### src/hdl/lsfb_pkg.sv
// ----------------------------------------------------------------------------
// lsfb_pkg
// Shared constants and types for the LED strip frame builder.
// ----------------------------------------------------------------------------
package lsfb_pkg;

	localparam int NUM_LEDS   = 8;
	localparam int START_LEN  = 4;
	localparam int FRAME_LEN  = 5 * NUM_LEDS + 8;
	localparam int CNT_W      = $clog2(FRAME_LEN);
	localparam int LED_W      = (NUM_LEDS > 1) ? $clog2(NUM_LEDS) : 1;
	localparam int QUEUE_DEPTH = 2;

	localparam logic [15:0] BRIGHT_MAX  = 16'h02FD;
	localparam logic [7:0]  LED_HEADER  = 8'hF0;
	localparam logic [7:0]  ALL_LEDS    = 8'hFF;
	// floor(v * 683 / 2048) == floor(v / 3) for v <= 765
	localparam logic [10:0] RECIP3      = 11'd683;
	localparam int          RECIP3_SHIFT = 11;

	// one classified request waiting for the serializer
	typedef struct packed {
		logic [7:0] col_a;
		logic [7:0] col_b;
		logic [7:0] col_c;
		logic [7:0] mask;
	} lsfb_entry_t;

	typedef struct packed {
		logic full;
		logic empty;
	} lsfb_qstat_t;

endpackage

### src/hdl/lsfb_req_if.sv
// ----------------------------------------------------------------------------
// lsfb_req_if
// Request channel: brightness and LED mask with valid/ready handshake.
// ----------------------------------------------------------------------------
interface lsfb_req_if;
	logic        valid;
	logic        ready;
	logic [15:0] brightness;
	logic [7:0]  led_mask;

	modport source (output valid, output brightness, output led_mask, input ready);
	modport sink (input valid, input brightness, input led_mask, output ready);
endinterface

### src/hdl/lsfb_byte_if.sv
// ----------------------------------------------------------------------------
// lsfb_byte_if
// Frame byte channel: one strip byte per word with valid/ready handshake.
// ----------------------------------------------------------------------------
interface lsfb_byte_if;
	logic       valid;
	logic       ready;
	logic [7:0] frame_byte;
	logic       last_byte;

	modport source (output valid, output frame_byte, output last_byte, input ready);
	modport sink (input valid, input frame_byte, input last_byte, output ready);
endinterface

### src/hdl/lsfb_front.sv
// ----------------------------------------------------------------------------
// lsfb_front
// Accepts requests, saturates brightness, fixes up the mask and splits the
// value into three colour bytes before pushing into the queue.
// ----------------------------------------------------------------------------
module lsfb_front (
	input  logic                 clk,
	input  logic                 arst_n,
	lsfb_req_if.sink             req,
	input  lsfb_pkg::lsfb_qstat_t qstat,
	output logic                 push,
	output lsfb_pkg::lsfb_entry_t push_entry
);

	logic        valid_s1;
	logic [9:0]  v_s1;
	logic [7:0]  mask_s1;
	logic        take;
	logic [20:0] prod;
	logic [9:0]  quot;
	logic [9:0]  diff;
	logic [7:0]  col_b;

	assign req.ready = !valid_s1 || !qstat.full;
	assign take = req.valid && req.ready;
	assign push = valid_s1 && !qstat.full;

	always_ff @(posedge clk or negedge arst_n) begin
		if (!arst_n) begin
			valid_s1 <= 1'b0;
		end else if (take) begin
			valid_s1 <= 1'b1;
		end else if (push) begin
			valid_s1 <= 1'b0;
		end
	end

	always_ff @(posedge clk) begin
		if (take) begin
			v_s1 <= (req.brightness > lsfb_pkg::BRIGHT_MAX) ?
				lsfb_pkg::BRIGHT_MAX[9:0] : req.brightness[9:0];
			mask_s1 <= (req.led_mask == 8'h00) ? lsfb_pkg::ALL_LEDS : req.led_mask;
		end
	end

	// divide by three through a reciprocal multiply
	always_comb begin
		prod  = 21'(v_s1) * 21'(lsfb_pkg::RECIP3);
		quot  = 10'(prod >> lsfb_pkg::RECIP3_SHIFT);
		diff  = v_s1 - quot;
		col_b = diff[8:1];
		push_entry.col_a = quot[7:0];
		push_entry.col_b = col_b;
		push_entry.col_c = 8'(diff - {2'b00, col_b});
		push_entry.mask  = mask_s1;
	end

endmodule

### src/hdl/lsfb_queue.sv
// ----------------------------------------------------------------------------
// lsfb_queue
// Short queue of classified requests between front and serializer.
// ----------------------------------------------------------------------------
module lsfb_queue (
	input  logic                  clk,
	input  logic                  arst_n,
	input  logic                  push,
	input  lsfb_pkg::lsfb_entry_t push_entry,
	input  logic                  pop,
	output lsfb_pkg::lsfb_entry_t head,
	output lsfb_pkg::lsfb_qstat_t qstat
);

	localparam int PTR_W = (lsfb_pkg::QUEUE_DEPTH > 1) ? $clog2(lsfb_pkg::QUEUE_DEPTH) : 1;
	localparam int CNT_W = $clog2(lsfb_pkg::QUEUE_DEPTH + 1);

	lsfb_pkg::lsfb_entry_t slot_q [lsfb_pkg::QUEUE_DEPTH];
	logic [PTR_W-1:0] wr_ptr_q;
	logic [PTR_W-1:0] rd_ptr_q;
	logic [CNT_W-1:0] count_q;

	assign qstat.full  = (count_q == CNT_W'(lsfb_pkg::QUEUE_DEPTH));
	assign qstat.empty = (count_q == '0);
	assign head = slot_q[rd_ptr_q];

	always_ff @(posedge clk or negedge arst_n) begin
		if (!arst_n) begin
			wr_ptr_q <= '0;
			rd_ptr_q <= '0;
			count_q  <= '0;
		end else begin
			if (push) begin
				wr_ptr_q <= (wr_ptr_q == PTR_W'(lsfb_pkg::QUEUE_DEPTH - 1)) ? '0 : wr_ptr_q + 1'b1;
			end
			if (pop) begin
				rd_ptr_q <= (rd_ptr_q == PTR_W'(lsfb_pkg::QUEUE_DEPTH - 1)) ? '0 : rd_ptr_q + 1'b1;
			end
			if (push && !pop) begin
				count_q <= count_q + 1'b1;
			end else if (pop && !push) begin
				count_q <= count_q - 1'b1;
			end
		end
	end

	always_ff @(posedge clk) begin
		if (push) begin
			slot_q[wr_ptr_q] <= push_entry;
		end
	end

endmodule

### src/hdl/lsfb_serializer.sv
// ----------------------------------------------------------------------------
// lsfb_serializer
// Walks the frame byte counter over the head request and drives the output
// register, one byte per cycle while frame.ready allows and a request waits.
// ----------------------------------------------------------------------------
module lsfb_serializer (
	input  logic                  clk,
	input  logic                  arst_n,
	input  lsfb_pkg::lsfb_entry_t head,
	input  lsfb_pkg::lsfb_qstat_t qstat,
	output logic                  pop,
	lsfb_byte_if.source           frame
);

	logic [lsfb_pkg::CNT_W-1:0] cnt_q;
	logic                       out_valid_q;
	logic [7:0]                 byte_q;
	logic                       last_q;
	logic                       load;
	logic                       adv;
	logic                       is_last;
	logic [lsfb_pkg::CNT_W-1:0] idx;
	logic [lsfb_pkg::LED_W-1:0] led;
	logic                       lit;
	logic [7:0]                 next_byte;

	assign load    = !out_valid_q || frame.ready;
	assign adv     = load && !qstat.empty;
	assign is_last = (cnt_q == lsfb_pkg::CNT_W'(lsfb_pkg::FRAME_LEN - 1));
	assign pop     = adv && is_last;

	always_comb begin
		idx = cnt_q - lsfb_pkg::CNT_W'(lsfb_pkg::START_LEN);
		led = idx[2 +: lsfb_pkg::LED_W];
		lit = head.mask[led];
		next_byte = 8'h00;
		if (cnt_q >= lsfb_pkg::CNT_W'(lsfb_pkg::START_LEN) &&
			cnt_q < lsfb_pkg::CNT_W'(lsfb_pkg::START_LEN + 4 * lsfb_pkg::NUM_LEDS)) begin
			case (idx[1:0])
				2'd0: next_byte = lsfb_pkg::LED_HEADER;
				2'd1: next_byte = lit ? head.col_a : 8'h00;
				2'd2: next_byte = lit ? head.col_b : 8'h00;
				2'd3: next_byte = lit ? head.col_c : 8'h00;
				default: next_byte = 8'h00;
			endcase
		end
	end

	always_ff @(posedge clk or negedge arst_n) begin
		if (!arst_n) begin
			cnt_q       <= '0;
			out_valid_q <= 1'b0;
		end else if (load) begin
			out_valid_q <= adv;
			if (adv) begin
				cnt_q <= is_last ? '0 : cnt_q + 1'b1;
			end
		end
	end

	always_ff @(posedge clk) begin
		if (adv) begin
			byte_q <= next_byte;
			last_q <= is_last;
		end
	end

	assign frame.valid      = out_valid_q;
	assign frame.frame_byte = byte_q;
	assign frame.last_byte  = last_q;

endmodule

### src/hdl/led_strip_frame_builder_unit.sv
// ----------------------------------------------------------------------------
// led_strip_frame_builder_unit
// Builds a serial LED strip frame from a brightness and mask request.
// ----------------------------------------------------------------------------
// usage:
//   req   - one word per frame: brightness (saturates at 765) and led_mask
//           (zero lights every LED). valid/ready handshake.
//   frame - 5*NUM_LEDS+8 words per request (48 for eight LEDs): four zero
//           start bytes, a header and three colour bytes per LED, zero
//           padding; last_byte marks the final padding byte.
//   the front stage registers the request, splits the brightness and parks
//   the result in a two-entry queue; the serializer emits one byte per cycle
//   from the queue head while frame.ready is high, so the first byte passes
//   the front register, a queue slot and the output register after
//   acceptance; frames follow each other without gaps, paced by its counter.
//   up to two requests queue behind the one being sent; req.ready drops
//   once both slots and the front register are taken.
//   when frame.ready is low the output register holds its word and the
//   counter stops; requests keep being accepted until the queue fills.
//   reset empties the queue and the output register and restarts the counter.
// ----------------------------------------------------------------------------
module led_strip_frame_builder_unit (
	input  logic        clk,
	input  logic        arst_n,
	lsfb_req_if.sink    req,
	lsfb_byte_if.source frame
);

	lsfb_pkg::lsfb_qstat_t qstat;
	lsfb_pkg::lsfb_entry_t push_entry;
	lsfb_pkg::lsfb_entry_t head;
	logic                  push;
	logic                  pop;

	lsfb_front u_front (
		.clk        (clk),
		.arst_n     (arst_n),
		.req        (req),
		.qstat      (qstat),
		.push       (push),
		.push_entry (push_entry)
	);

	lsfb_queue u_queue (
		.clk        (clk),
		.arst_n     (arst_n),
		.push       (push),
		.push_entry (push_entry),
		.pop        (pop),
		.head       (head),
		.qstat      (qstat)
	);

	lsfb_serializer u_serializer (
		.clk    (clk),
		.arst_n (arst_n),
		.head   (head),
		.qstat  (qstat),
		.pop    (pop),
		.frame  (frame)
	);

	a_no_overflow: assert property (@(posedge clk) disable iff (!arst_n)
		push |-> !qstat.full)
		else $error("queue push while full");

	a_no_underflow: assert property (@(posedge clk) disable iff (!arst_n)
		pop |-> !qstat.empty)
		else $error("queue pop while empty");

	a_last_is_pad: assert property (@(posedge clk) disable iff (!arst_n)
		(frame.valid && frame.last_byte) |-> frame.frame_byte == 8'h00)
		else $error("last word is not a padding byte");

	a_pop_ends_frame: assert property (@(posedge clk) disable iff (!arst_n)
		pop |=> (frame.valid && frame.last_byte))
		else $error("frame closed without last word");

endmodule
### src/flat_wrapper.sv
// flat-port wrapper written by rule: the top's interface ports become plain ports
module led_strip_frame_builder_unit_flat 
  (clk, arst_n, req_valid, req_brightness, req_led_mask, req_ready, frame_valid, frame_frame_byte, frame_last_byte, frame_ready);
  lsfb_req_if req_i ();
  lsfb_byte_if frame_i ();
  input  logic clk;
  input  logic arst_n;
  input wire logic [$bits(req_i.valid)-1:0] req_valid;
  input wire logic [$bits(req_i.brightness)-1:0] req_brightness;
  input wire logic [$bits(req_i.led_mask)-1:0] req_led_mask;
  output wire logic [$bits(req_i.ready)-1:0] req_ready;
  output wire logic [$bits(frame_i.valid)-1:0] frame_valid;
  output wire logic [$bits(frame_i.frame_byte)-1:0] frame_frame_byte;
  output wire logic [$bits(frame_i.last_byte)-1:0] frame_last_byte;
  input wire logic [$bits(frame_i.ready)-1:0] frame_ready;
  assign req_i.valid = req_valid;
  assign req_i.brightness = req_brightness;
  assign req_i.led_mask = req_led_mask;
  assign req_ready = req_i.ready;
  assign frame_valid = frame_i.valid;
  assign frame_frame_byte = frame_i.frame_byte;
  assign frame_last_byte = frame_i.last_byte;
  assign frame_i.ready = frame_ready;
  led_strip_frame_builder_unit u_core (.clk(clk), .arst_n(arst_n), .req(req_i), .frame(frame_i));
endmodule
### config.mk
export PLATFORM = sky130hd
export DESIGN_NAME = led_strip_frame_builder_unit_flat
export DESIGN_NICKNAME = d
export VERILOG_FILES = /design/src/hdl/lsfb_pkg.sv /design/src/hdl/lsfb_req_if.sv /design/src/hdl/lsfb_byte_if.sv /design/src/hdl/lsfb_front.sv /design/src/hdl/lsfb_queue.sv /design/src/hdl/lsfb_serializer.sv /design/src/hdl/led_strip_frame_builder_unit.sv /design/src/flat_wrapper.sv
export SDC_FILE = /design/constraint.sdc
export NUM_CORES = 1
export LEC_CHECK = 0
export BUFFER_PORTS_ARGS = -buffer_cell sky130_fd_sc_hd__buf_2
export CAP_MARGIN = 25
export CELL_PAD_IN_SITES_DETAIL_PLACEMENT = 0
export CELL_PAD_IN_SITES_GLOBAL_PLACEMENT = 2
export CORE_UTILIZATION = 38
export CTS_BUF_LIST = sky130_fd_sc_hd__clkbuf_8 sky130_fd_sc_hd__clkbuf_16
export DETAILED_ROUTE_END_ITERATION = 6
export PLACE_DENSITY = 0.77
export SYNTH_ARGS = -nofsm -noshare
export SYNTH_HDL_FRONTEND = slang
export SYNTH_SLANG_ARGS = --single-unit
### constraint.sdc
create_clock -name clk -period 6.66 [get_ports clk]
set_input_delay 0.666 -clock clk [delete_from_list [all_inputs] [get_ports clk]]
set_output_delay 0.666 -clock clk [all_outputs]
set_load 0.05 [all_outputs]
==> results of run 1 <==
-- worst paths after layout --
check                                                              from                                  endpoint  cells past startpoint
worst max-delay path               u_core.u_front.v_s1[3]$_SDFFCE_PN1P_    u_core.u_queue.slot_q[1][15]$_DFFE_PP_                     27
worst max register to register     u_core.u_front.v_s1[3]$_SDFFCE_PN1P_    u_core.u_queue.slot_q[1][15]$_DFFE_PP_                     27
min in group clk                u_core.u_front.mask_s1[7]$_SDFFCE_PN1P_     u_core.u_queue.slot_q[1][7]$_DFFE_PP_                      0
max in group asynchronous                                        arst_n  u_core.u_serializer.cnt_q[1]$_DFFE_PN0P_                      1
worst min-delay path                                             arst_n  u_core.u_serializer.cnt_q[4]$_DFFE_PN0P_                      1
worst min register to register  u_core.u_front.mask_s1[7]$_SDFFCE_PN1P_     u_core.u_queue.slot_q[1][7]$_DFFE_PP_                      0
-- placed cells by master, fill, tap and decap left out, types with 5 or more instances in the layout --
cell | netlist | routed
edfxtp_1 | 91 | 91
ha_1 | 78 | 56
nand2b_1 | 22 | 22
a22oi_1 | 5 | 5
dfrtp_1 | 12 | 12
buf_4 | 0 | 62
fa_1 | 24 | 23
o21ai_0 | 23 | 18
xor2_1 | 9 | 8
nor2_1 | 26 | 22
nor3_1 | 6 | 6
xnor2_2 | 1 | 5
ha_4 | 0 | 21
a222oi_1 | 8 | 8
a21oi_1 | 23 | 18
nand2_1 | 29 | 27
xnor2_1 | 20 | 16
a31oi_1 | 6 | 6
a21o_1 | 9 | 9
nand4_1 | 6 | 6
mux4_2 | 5 | 5
mux2_2 | 9 | 9
buf_2 | 3 | 38
clkbuf_16 | 0 | 9
inv_1 | 81 | 76
inv_2 | 2 | 8
buf_6 | 0 | 5
or2_2 | 11 | 10
-- critical path, cell delays in order, from the launching register on --
cell      delay [ns]
edfxtp_1        0.48
ha_4            0.28
fa_1            0.50
inv_2           0.04
fa_1            0.48
inv_2           0.04
fa_1            0.60
ha_4            0.22
ha_4            0.29
nand4_1         0.16
nor2_2          0.14
o21a_1          0.18
nor2_2          0.05
xor2_1          0.17
ha_1            0.30
nor2b_4         0.17
o21ai_4         0.09
buf_6           0.11
o211ai_1        0.08
o211ai_2        0.16
maj3_2          0.36
a211o_1         0.31
a41oi_4         0.26
xnor2_2         0.18
ha_4            0.25
a41o_1          0.24
a21oi_2         0.12
xnor2_1         0.10
-- stage by stage --
stage / hold slack [ns] / std cells
floorplan: 0.3704 / 588
global placement: 0.4279 / 888
detailed placement: 0.4391 / 888
CTS: 0.1830 / 915
global route: 0.2011 / 924
finish: 0.1840 / 924
-- cells by family after synthesis --
family,share of synthesized area (%)
multiplexers,3.099
flip-flops,43.93
buffers and inverters,5.110
AND/OR/NAND/NOR,9.714
AO/OA/AOI/OAI,12.34
adder cells (fa/ha/maj),21.57
XOR/XNOR,4.241
-- Yosys cell counts (11+ instances only) --
cell type | instances | area [µm²]
nand2_1 | 29 | 108.9
a21oi_1 | 23 | 115.1
or2_2 | 11 | 68.82
dfrtp_1 | 12 | 300.3
o21ai_0 | 23 | 115.1
xnor2_1 | 20 | 175.2
nor2_1 | 26 | 97.59
inv_1 | 81 | 304.0
edfxtp_1 | 91 | 2733
ha_1 | 78 | 975.9
nand2b_1 | 22 | 137.6
fa_1 | 24 | 480.5
-- sequential cells by signal, indices dropped and copies added (netlist names) --
name / count
u_core.u_serializer.frame.frame_byte: 8
u_core.u_front.v_s1: 10
u_core.u_queue.slot_q: 64
u_core.u_front.mask_s1: 8
u_core.u_serializer.frame.last_byte: 1
u_core.u_queue.rd_ptr_q: 1
u_core.u_queue.wr_ptr_q: 1
u_core.u_serializer.cnt_q: 6
u_core.u_front.valid_s1: 1
u_core.u_queue.count_q: 2
u_core.u_serializer.frame.valid: 1
-- cell type report --
| cell class | count | area [µm²] | area share, % |
|---|---|---|---|
| Clock buffer | 9 | 225.2 | 2.614 |
| Clock inverter | 7 | 95.09 | 1.104 |
| Inverter | 83 | 311.5 | 3.617 |
| Multi-Input combinational cell | 392 | 3956 | 45.93 |
| Sequential cell | 103 | 3033 | 35.21 |
| Tap cell | 225 | 281.5 | 3.268 |
| Timing Repair Buffer | 105 | 711.9 | 8.264 |
-- repair_timing --
action                     4_1_cts  5_1_grt
pin swaps                       20       51
setup endpoints to repair        6        8
setup buffers                   11        9
resized for setup               11       47
-- metal layers --
metal / up-vias / routed length, µm / track usage (%)
met4: 0 / 212 / 4.884
met3: 12 / 295 / 2.593
met1: 2335 / 6659 / 21.50
met2: 49 / 7288 / 27.89
li1: 2344 / - / -
met5: - / 0 / 0
==> flow_summary.json, run 1 <==
{
  "worstSetupStartpointType": "register",
  "clockRootBuffer": "clkbuf_16",
  "ys_ff_latch": 103,
  "r2r_slack_ns": 0.01,
  "area_delta_synth_final_pct": 24.77,
  "dr.pass1.iters": 5,
  "routabilityCongestion": 0.8459,
  "start_util_pct": 39.37,
  "ios": 39,
  "finalHoldViolations": 0,
  "final_util_pct": 49.12,
  "syn_area_mm2": 0.006904,
  "finalNetCount": 824,
  "synthDistinctLibCells": 67,
  "worst_pin_slew_ns": 0.9453,
  "cp-end-kind": "register",
  "tritoncts": "done",
  "die-area_mm2": 0.01871,
  "h-tree-depth": 3,
  "path_clk_slew_ns": 0.07,
  "drc_errors": 0,
  "grt_max_degree": 33,
  "grt_pass1_vias": 4761,
  "die_w_um": 136.8,
  "async_reset_ff_share_pct": 11.65,
  "fmax_mhz": 150.4,
  "track_usage_pct": 16.41,
  "crit_arrival_ns": 6.74,
  "setup_viol": 0,
  "cts.sinks": 103,
  "final.setup.worst_slack_ns": 0.01182,
  "portBuffers": 38,
  "core_region_area_mm2": 0.01754,
  "fin_crit_ns": 6.648,
  "syn_area_per_cell_um2": 11.74,
  "synth_edf_count": 91,
  "antenna_cells": 0,
  "rsz0062_at_grt": "yes",
  "drt_iter0_drc": 253,
  "antenna_found_initial": 0,
  "fin_skew_ns": 0.009617,
  "cp_max_fo": 3,
  "grt_pass1_wl_mm": 23.42,
  "fin_area_mm2": 0.008615,
  "die_y_um": 136.8,
  "n_fill_cell": 1590,
  "syn_inst": 588,
  "routed_wl_mm": 14.46,
  "synth_nets": 718,
  "ys.flop_type": "edfxtp_1",
  "placed_area_mm2": 0.007805,
  "ant_nets": 0,
  "clock_path_buffers": 2,
  "rows": 48,
  "cap_violations": 0,
  "cts_buffers": 9,
  "drv_slew": 0,
  "min_path_type": "in2async",
  "hold_buffers": 0,
  "status": "finished clean",
  "vias": 4740,
  "clk_latency_ns": 0.34,
  "drive_gt1_share_pct": 30.33,
  "fin_setup_tns_ns": 0,
  "hpwl_mm": 11.25,
  "slew_headroom_pct": 36.98,
  "pre_cts_slack_ns": -0.1853,
  "finalCritPeriodShare_pct": 99.82,
  "crit_required_ns": 6.75,
  "ys_seq_area_share_pct": 43.93,
  "routedWlPerCell_um": 15.65,
  "path_class": "reg2reg",
  "vias_per_cell": 5.130,
  "grt.overflow.total": 0,
  "yosysWarnings": 0
}
Power of run 1 is left out: the tool's default activity adds up to more than one toggle a clock period on the data nets, which glitch-free logic cannot reach.
==> run 2: changes to the inputs <==
--- a/config.mk
+++ b/config.mk
@@ -6,5 +6,5 @@
 export NUM_CORES = 1
 export LEC_CHECK = 0
-export BUFFER_PORTS_ARGS = -buffer_cell sky130_fd_sc_hd__buf_2
+export BUFFER_PORTS_ARGS = -buffer_cell sky130_fd_sc_hd__buf_4
 export CAP_MARGIN = 25
 export CELL_PAD_IN_SITES_DETAIL_PLACEMENT = 0
==> constraint.sdc (replaced) <==
create_clock -name clk -period 6.66 [get_ports clk]
set_input_delay 1.998 -clock clk [delete_from_list [all_inputs] [get_ports clk]]
set_output_delay 1.998 -clock clk [all_outputs]
set_load 0.05 [all_outputs]
==> run 2 against run 1 <==
Effect of this change: flip-flop and latch count unchanged; die area unchanged; routed wire length increased by 1.7%; highest routed layer unchanged; cell count decreased by 0.32%; sequential share of layout area increased by 0.19 points; register-to-register slack about the same.
==> flow_summary.json, run 2 (synthesis results as in run 1) <==
{
  "pre_cts_slack_ns": -0.1591,
  "final_cell_mix": "buf_4, edfxtp_1, inv_1, ha_1, nand2_1",
  "grt_use_met2_pct": 28.37,
  "gr-max-usage-layer": "met2",
  "finalHoldViolations": 0,
  "hold_buffers": 0,
  "ios": 39,
  "h-tree-depth": 3,
  "vias_per_cell": 5.121,
  "rsz0062_at_grt": "yes",
  "setup_viol": 0,
  "hold_depth": 0,
  "drv_slew": 0,
  "hpwl_mm": 11.62,
  "dr.pass1.iters": 4,
  "final_util_pct": 48.87,
  "slew_headroom_pct": 36.74,
  "rr_endpoint": "u_core.u_queue.slot_q[1][15]$_DFFE_PP_",
  "final_common_cell": "buf_4",
  "holdPathEnd": "u_core.u_queue.slot_q[0][3]$_DFFE_PP_",
  "ant_nets": 0,
  "finalNetCount": 821,
  "largest-register": "u_core.u_queue.slot_q",
  "hp-start": "u_core.u_front.mask_s1[3]$_SDFFCE_PN1P_",
  "tritoncts": "done",
  "grt_pass1_wl_mm": 23.81,
  "cts.sinks": 103,
  "crit_arrival_ns": 6.73,
  "vias": 4716,
  "routed_wl_mm": 14.70,
  "grt_pass1_vias": 4773,
  "top_regs": "u_core.u_queue.slot_q: 64 flops, u_core.u_front.v_s1: 10 flops",
  "antenna_found_initial": 0,
  "clk_latency_ns": 0.34,
  "drive_gt1_share_pct": 28.45,
  "track_usage_pct": 16.66,
  "finalCritPeriodShare_pct": 99.64,
  "fin_skew_ns": 0.008200,
  "largest_reg_flops": 64,
  "cp_slowest_cell": "fa_1",
  "cp-end-kind": "register",
  "path_clk_slew_ns": 0.07,
  "final.setup.worst_slack_ns": 0.02369,
  "fin_crit_ns": 6.636,
  "clock_path_buffers": 2,
  "grt_util_met3_pct": 2.630,
  "routabilityCongestion": 0.8868,
  "drc_errors": 0,
  "die-area_mm2": 0.01871,
  "cap_violations": 0,
  "portBuffers": 38,
  "cpPeakStageDelay_ns": 0.52,
  "worstSetupStartpointType": "register",
  "rr_startpoint": "u_core.u_front.v_s1[5]$_SDFFCE_PN1P_",
  "worst_pin_slew_ns": 0.9489,
  "clockRootBuffer": "clkbuf_16",
  "crit_required_ns": 6.75,
  "grt_max_degree": 33,
  "core_region_area_mm2": 0.01754,
  "hold-worst-slack_ns": 0.4412,
  "cp_max_fo": 3,
  "reg2reg_depth": 30,
  "area_delta_synth_final_pct": 24.12,
  "grt.overflow.total": 0,
  "die_y_um": 136.8,
  "path_class": "reg2reg",
  "die_w_um": 136.8,
  "use_met1_pct": 21.67,
  "min_path_type": "reg2reg",
  "start_util_pct": 39.37,
  "routedWlPerCell_um": 15.96,
  "cts_buffers": 9,
  "fmax_mhz": 150.7,
  "rows": 48,
  "antenna_cells": 0,
  "r2r_slack_ns": 0.02,
  "status": "finished clean",
  "drt_iter0_drc": 297,
  "fin_setup_tns_ns": 0
}
==> run 2: changes by cell type in the layout (fill, tap and decap cells not counted), sizes merged <==
| cell | change |
|---|---|
| buf | -3 |
| bufinv | -2 |
| clkbuf | +1 |
| inv | +1 |
==> run 2: per-stage QoR <==
step | cells | instance area, µm²
finish | 921 | 8569
global route | 921 | 8569
CTS | 913 | 8341
detailed placement | 893 | 7938
global placement | 893 | 7938
floorplan | 588 | 7019
==> run 2: repair_timing <==
item / in CTS / in global routing
pin swaps: 18 / 33
setup buffers: 4 / 8
endpoints found under the setup margin: 6 / 8
resized for setup: 14 / 25
==> run 2: how the worst max path moves through the flow <==
stage,start,end,slack [ns],cells past startpoint
detailed placement,u_core.u_front.v_s1[3]$_SDFFCE_PN1P_,u_core.u_queue.slot_q[1][15]$_DFFE_PP_,-0.16,28
finish,u_core.u_front.v_s1[5]$_SDFFCE_PN1P_,u_core.u_queue.slot_q[1][15]$_DFFE_PP_,0.02,30
global route,u_core.u_front.v_s1[4]$_SDFFCE_PN1P_,u_core.u_queue.slot_q[0][15]$_DFFE_PP_,-0.32,32
CTS,u_core.u_front.v_s1[5]$_SDFFCE_PN1P_,u_core.u_queue.slot_q[1][15]$_DFFE_PP_,0.007,32
global placement,u_core.u_front.v_s1[3]$_SDFFCE_PN1P_,u_core.u_queue.slot_q[0][14]$_DFFE_PP_,-0.08,29
floorplan,u_core.u_front.v_s1[5]$_SDFFCE_PN1P_,u_core.u_queue.slot_q[0][15]$_DFFE_PP_,0.003,27
==> run 2: final cells by class <==
class | instances | area, µm²
flip-flops and latches | 103 | 3033
fillers | 1581 | 8967
repair buffers | 102 | 773.2
multi-input cells | 392 | 3882
well taps | 225 | 281.5
clock inverters | 6 | 48.80
clock buffers | 10 | 239.0
inverters | 83 | 311.5
==> run 2: worst max-delay path: cells and delay by family (launching register included) <==
| kind | cells | cell delay [ns] |
|---|---|---|
| flops | 1 | 0.42 |
| xor+xnor | 3 | 0.40 |
| fa+ha+maj | 9 | 3.14 |
| buf+inv | 6 | 0.45 |
| compound gates | 8 | 1.42 |
| simple gates | 4 | 0.56 |
==> run 2: per-layer routing <==
layer / part of all wire, % / routed length [µm]
met1: 46 / 6700
met2: 50 / 7316
met3: 2.6 / 388
met4: 2.0 / 296
met5: 0 / 0
Power of run 2 is left out for the same reason.
==> run 3: changes to the inputs <==
CORE_UTILIZATION = 40   (was 38)
MAX_ROUTING_LAYER = met4   (was not set)
PLACE_DENSITY = 0.79   (was 0.77)
SYNTH_HIERARCHICAL = 1   (was not set)
==> run 3 against run 2 <==
Effect of this change: fmax grew 1.3%; synthesized cell count shrank 4.4%; cell count shrank 2.9%; clock-buffer cell count shrank 1; synthesized area grew 3.9%; clock skew shrank 0.00064 ns; die area shrank 1.3%; flip-flop and latch count is the same; non-clock buffer count grew 5; via count shrank 5.7%; routed wire length shrank 7.2%; sequential share of layout area shrank 0.73 points.
==> flow_summary.json, run 3 <==
{
  "grt.overflow.total": 0,
  "vias_per_cell": 4.974,
  "synth_most_common_cell": "edfxtp_1",
  "clk_latency_ns": 0.35,
  "grt_max_degree": 34,
  "final.setup.worst_slack_ns": 0.1108,
  "hpwl_mm": 10.54,
  "fmax_mhz": 152.7,
  "synth_edf_count": 91,
  "grt_pass1_vias": 4685,
  "clock_path_buffers": 2,
  "min_path_type": "reg2reg",
  "routedWlPerCell_um": 15.25,
  "cap_violations": 0,
  "ys.flop_type": "edfxtp_1",
  "track_usage_pct": 16.45,
  "yosysWarnings": 6,
  "die-area_mm2": 0.01848,
  "synth_top_cell_area_share_pct": 38.09,
  "rsz0062_at_grt": "yes",
  "crit_buf_inv": 3,
  "final_common_cell": "buf_4",
  "top_regs": "u_core/u_queue/slot_q: 64 flops, u_core/u_front/v_s1: 10 flops",
  "largest_reg_flops": 64,
  "antenna_cells": 0,
  "pre_cts_slack_ns": -0.1215,
  "h-tree-depth": 3,
  "worst_pin_slew_ns": 0.8303,
  "drv_slew": 0,
  "drc_errors": 0,
  "clockRootBuffer": "clkbuf_16",
  "portBuffers": 38,
  "synth_top_cells_by_count": "edfxtp_1, inv_1, ha_1, nor2_1, mux2_4",
  "synth_top_area_cell": "edfxtp_1",
  "drt_iter0_drc": 171,
  "async_reset_ff_share_pct": 11.65,
  "syn_area_per_cell_um2": 12.77,
  "largest-register": "u_core/u_queue/slot_q",
  "path_common_cell": "fa_1",
  "n_fill_cell": 1570,
  "ys_ff_latch": 103,
  "ant_nets": 0,
  "synth_area_leaders": "edfxtp_1, ha_1, fa_1",
  "crit_arrival_ns": 6.64,
  "finalCritPeriodShare_pct": 98.34,
  "synth_nets": 693,
  "ys_seq_area_share_pct": 42.27,
  "routabilityCongestion": 0.8757,
  "antenna_found_initial": 0,
  "area_delta_synth_final_pct": 22.03,
  "dr.pass1.iters": 5,
  "multi_input_area_mm2": 0.003965,
  "fin_skew_ns": 0.007561,
  "rows": 48,
  "critPathTopFamily": "adder cells",
  "die_y_um": 135.9,
  "tritoncts": "done",
  "syn_inst": 562,
  "final_cell_mix": "buf_4, edfxtp_1, inv_1, ha_1, mux2_4",
  "crit_required_ns": 6.75,
  "cp-end-kind": "register",
  "core_region_area_mm2": 0.01742,
  "regArea_mm2": 0.003034,
  "path_clk_slew_ns": 0.07,
  "status": "finished clean",
  "routed_wl_mm": 13.64,
  "drive_gt1_share_pct": 36.92,
  "worstSetupStartpointType": "register",
  "cp_slowest_cell": "fa_1",
  "path_class": "reg2reg",
  "vias": 4447,
  "cpPeakStageDelay_ns": 0.55,
  "finalHoldViolations": 0,
  "die_w_um": 135.9,
  "start_util_pct": 41.19,
  "cts.sinks": 103,
  "slew_headroom_pct": 44.64,
  "grt_pass1_wl_mm": 22.64,
  "cts_buffers": 9,
  "synthDistinctLibCells": 80,
  "finalNetCount": 795,
  "ios": 39,
  "fin_crit_ns": 6.549,
  "cp_max_fo": 4,
  "syn_area_mm2": 0.007174,
  "setup_viol": 0
}
[run 3: cell types whose count changed after synthesis, moves of 6 or more]
| cell | previous run | this run |
|---|---|---|
| a21oi_1 | 23 | 11 |
| nand2_1 | 29 | 12 |
| xnor2_1 | 20 | 14 |
| buf_4 | 0 | 8 |
| o21ai_0 | 23 | 13 |
| nand2b_1 | 22 | 13 |
| mux2_4 | 0 | 30 |
[run 3: metal layers]
| layer | vias to the layer above | wire, µm | GRT usage (%) | share of wire [%] |
|---|---|---|---|---|
| met4 | 0 | 240 | 5.988 | 1.8 |
| li1 | 2195 | - | - | - |
| met3 | 18 | 430 | 2.647 | 3.2 |
| met5 | - | 0 | - | 0 |
| met2 | 63 | 6891 | 27.95 | 51 |
| met1 | 2171 | 6075 | 19.65 | 45 |
[run 3: cell type report]
class,count,area share (%)
repair buffers,107,9.261
clock inverters,7,1.358
clock buffers,9,2.573
multi-input cells,358,45.29
well taps,225,3.216
inverters,85,3.644
flip-flops and latches,103,34.66
[run 3: timing repair]
action,CTS,global route
setup endpoints to repair,4,8
pin swaps,12,41
hold buffers,0,0
buffers inserted,5,9
resized for setup,10,40
[run 3: stage by stage]
| step | util, % | TNS, ns | hold slack, ns | instances | area (µm²) |
|---|---|---|---|---|---|
| global route | 50.27 | -0.1941 | 0.4560 | 894 | 8755 |
| floorplan | - | 0 | 0.4215 | 562 | 7174 |
| global placement | 45.94 | 0 | 0.4248 | 864 | 8001 |
| CTS | 48.42 | 0 | 0.4463 | 885 | 8433 |
| detailed placement | 45.94 | -0.2430 | 0.4296 | 864 | 8001 |
| finish | 50.27 | 0 | 0.4448 | 894 | 8755 |
[run 3: kinds of logic (layout without fill, tap and decap cells)]
| kind of cell | Yosys count | count (layout) | synth area share (%) |
|---|---|---|---|
| compound gates | 74 | 74 | 8.912 |
| xor+xnor | 31 | 31 | 4.935 |
| fa+ha+maj | 104 | 104 | 20.53 |
| buf+inv | 101 | 208 | 6.627 |
| flops | 103 | 103 | 42.27 |
| mux | 39 | 39 | 8.075 |
| simple gates | 110 | 110 | 8.650 |
[run 3: final timing paths]
path	from	to	slack (ns)	cells past startpoint
setup / recovery	u_core/u_front/v_s1[2]$_SDFFCE_PN1P_	u_core/u_queue/slot_q[0][15]$_DFFE_PP_	0.11	25
hold / removal	u_core/u_front/mask_s1[2]$_SDFFCE_PN1P_	u_core/u_queue/slot_q[0][2]$_DFFE_PP_	0.44	0
setup reg to reg	u_core/u_front/v_s1[2]$_SDFFCE_PN1P_	u_core/u_queue/slot_q[0][15]$_DFFE_PP_	0.11	25
hold reg to reg	u_core/u_front/mask_s1[2]$_SDFFCE_PN1P_	u_core/u_queue/slot_q[0][2]$_DFFE_PP_	0.44	0
max in group asynchronous	arst_n	u_core/u_queue/rd_ptr_q$_DFFE_PN0P_	5.00	1
min in group asynchronous	arst_n	u_core/u_serializer/cnt_q[1]$_DFFE_PN0P_	1.48	1
[run 3: worst register-to-register path: cells and delay by family (launching register included)]
kind            cells  cell delay (ns)
compound gates      5             1.02
simple gates        5             1.07
flops               1             0.49
fa+ha+maj           9             2.99
xor+xnor            2             0.28
buf+inv             3             0.27
mux                 1             0.16
Power of run 3 is left out for the same reason.
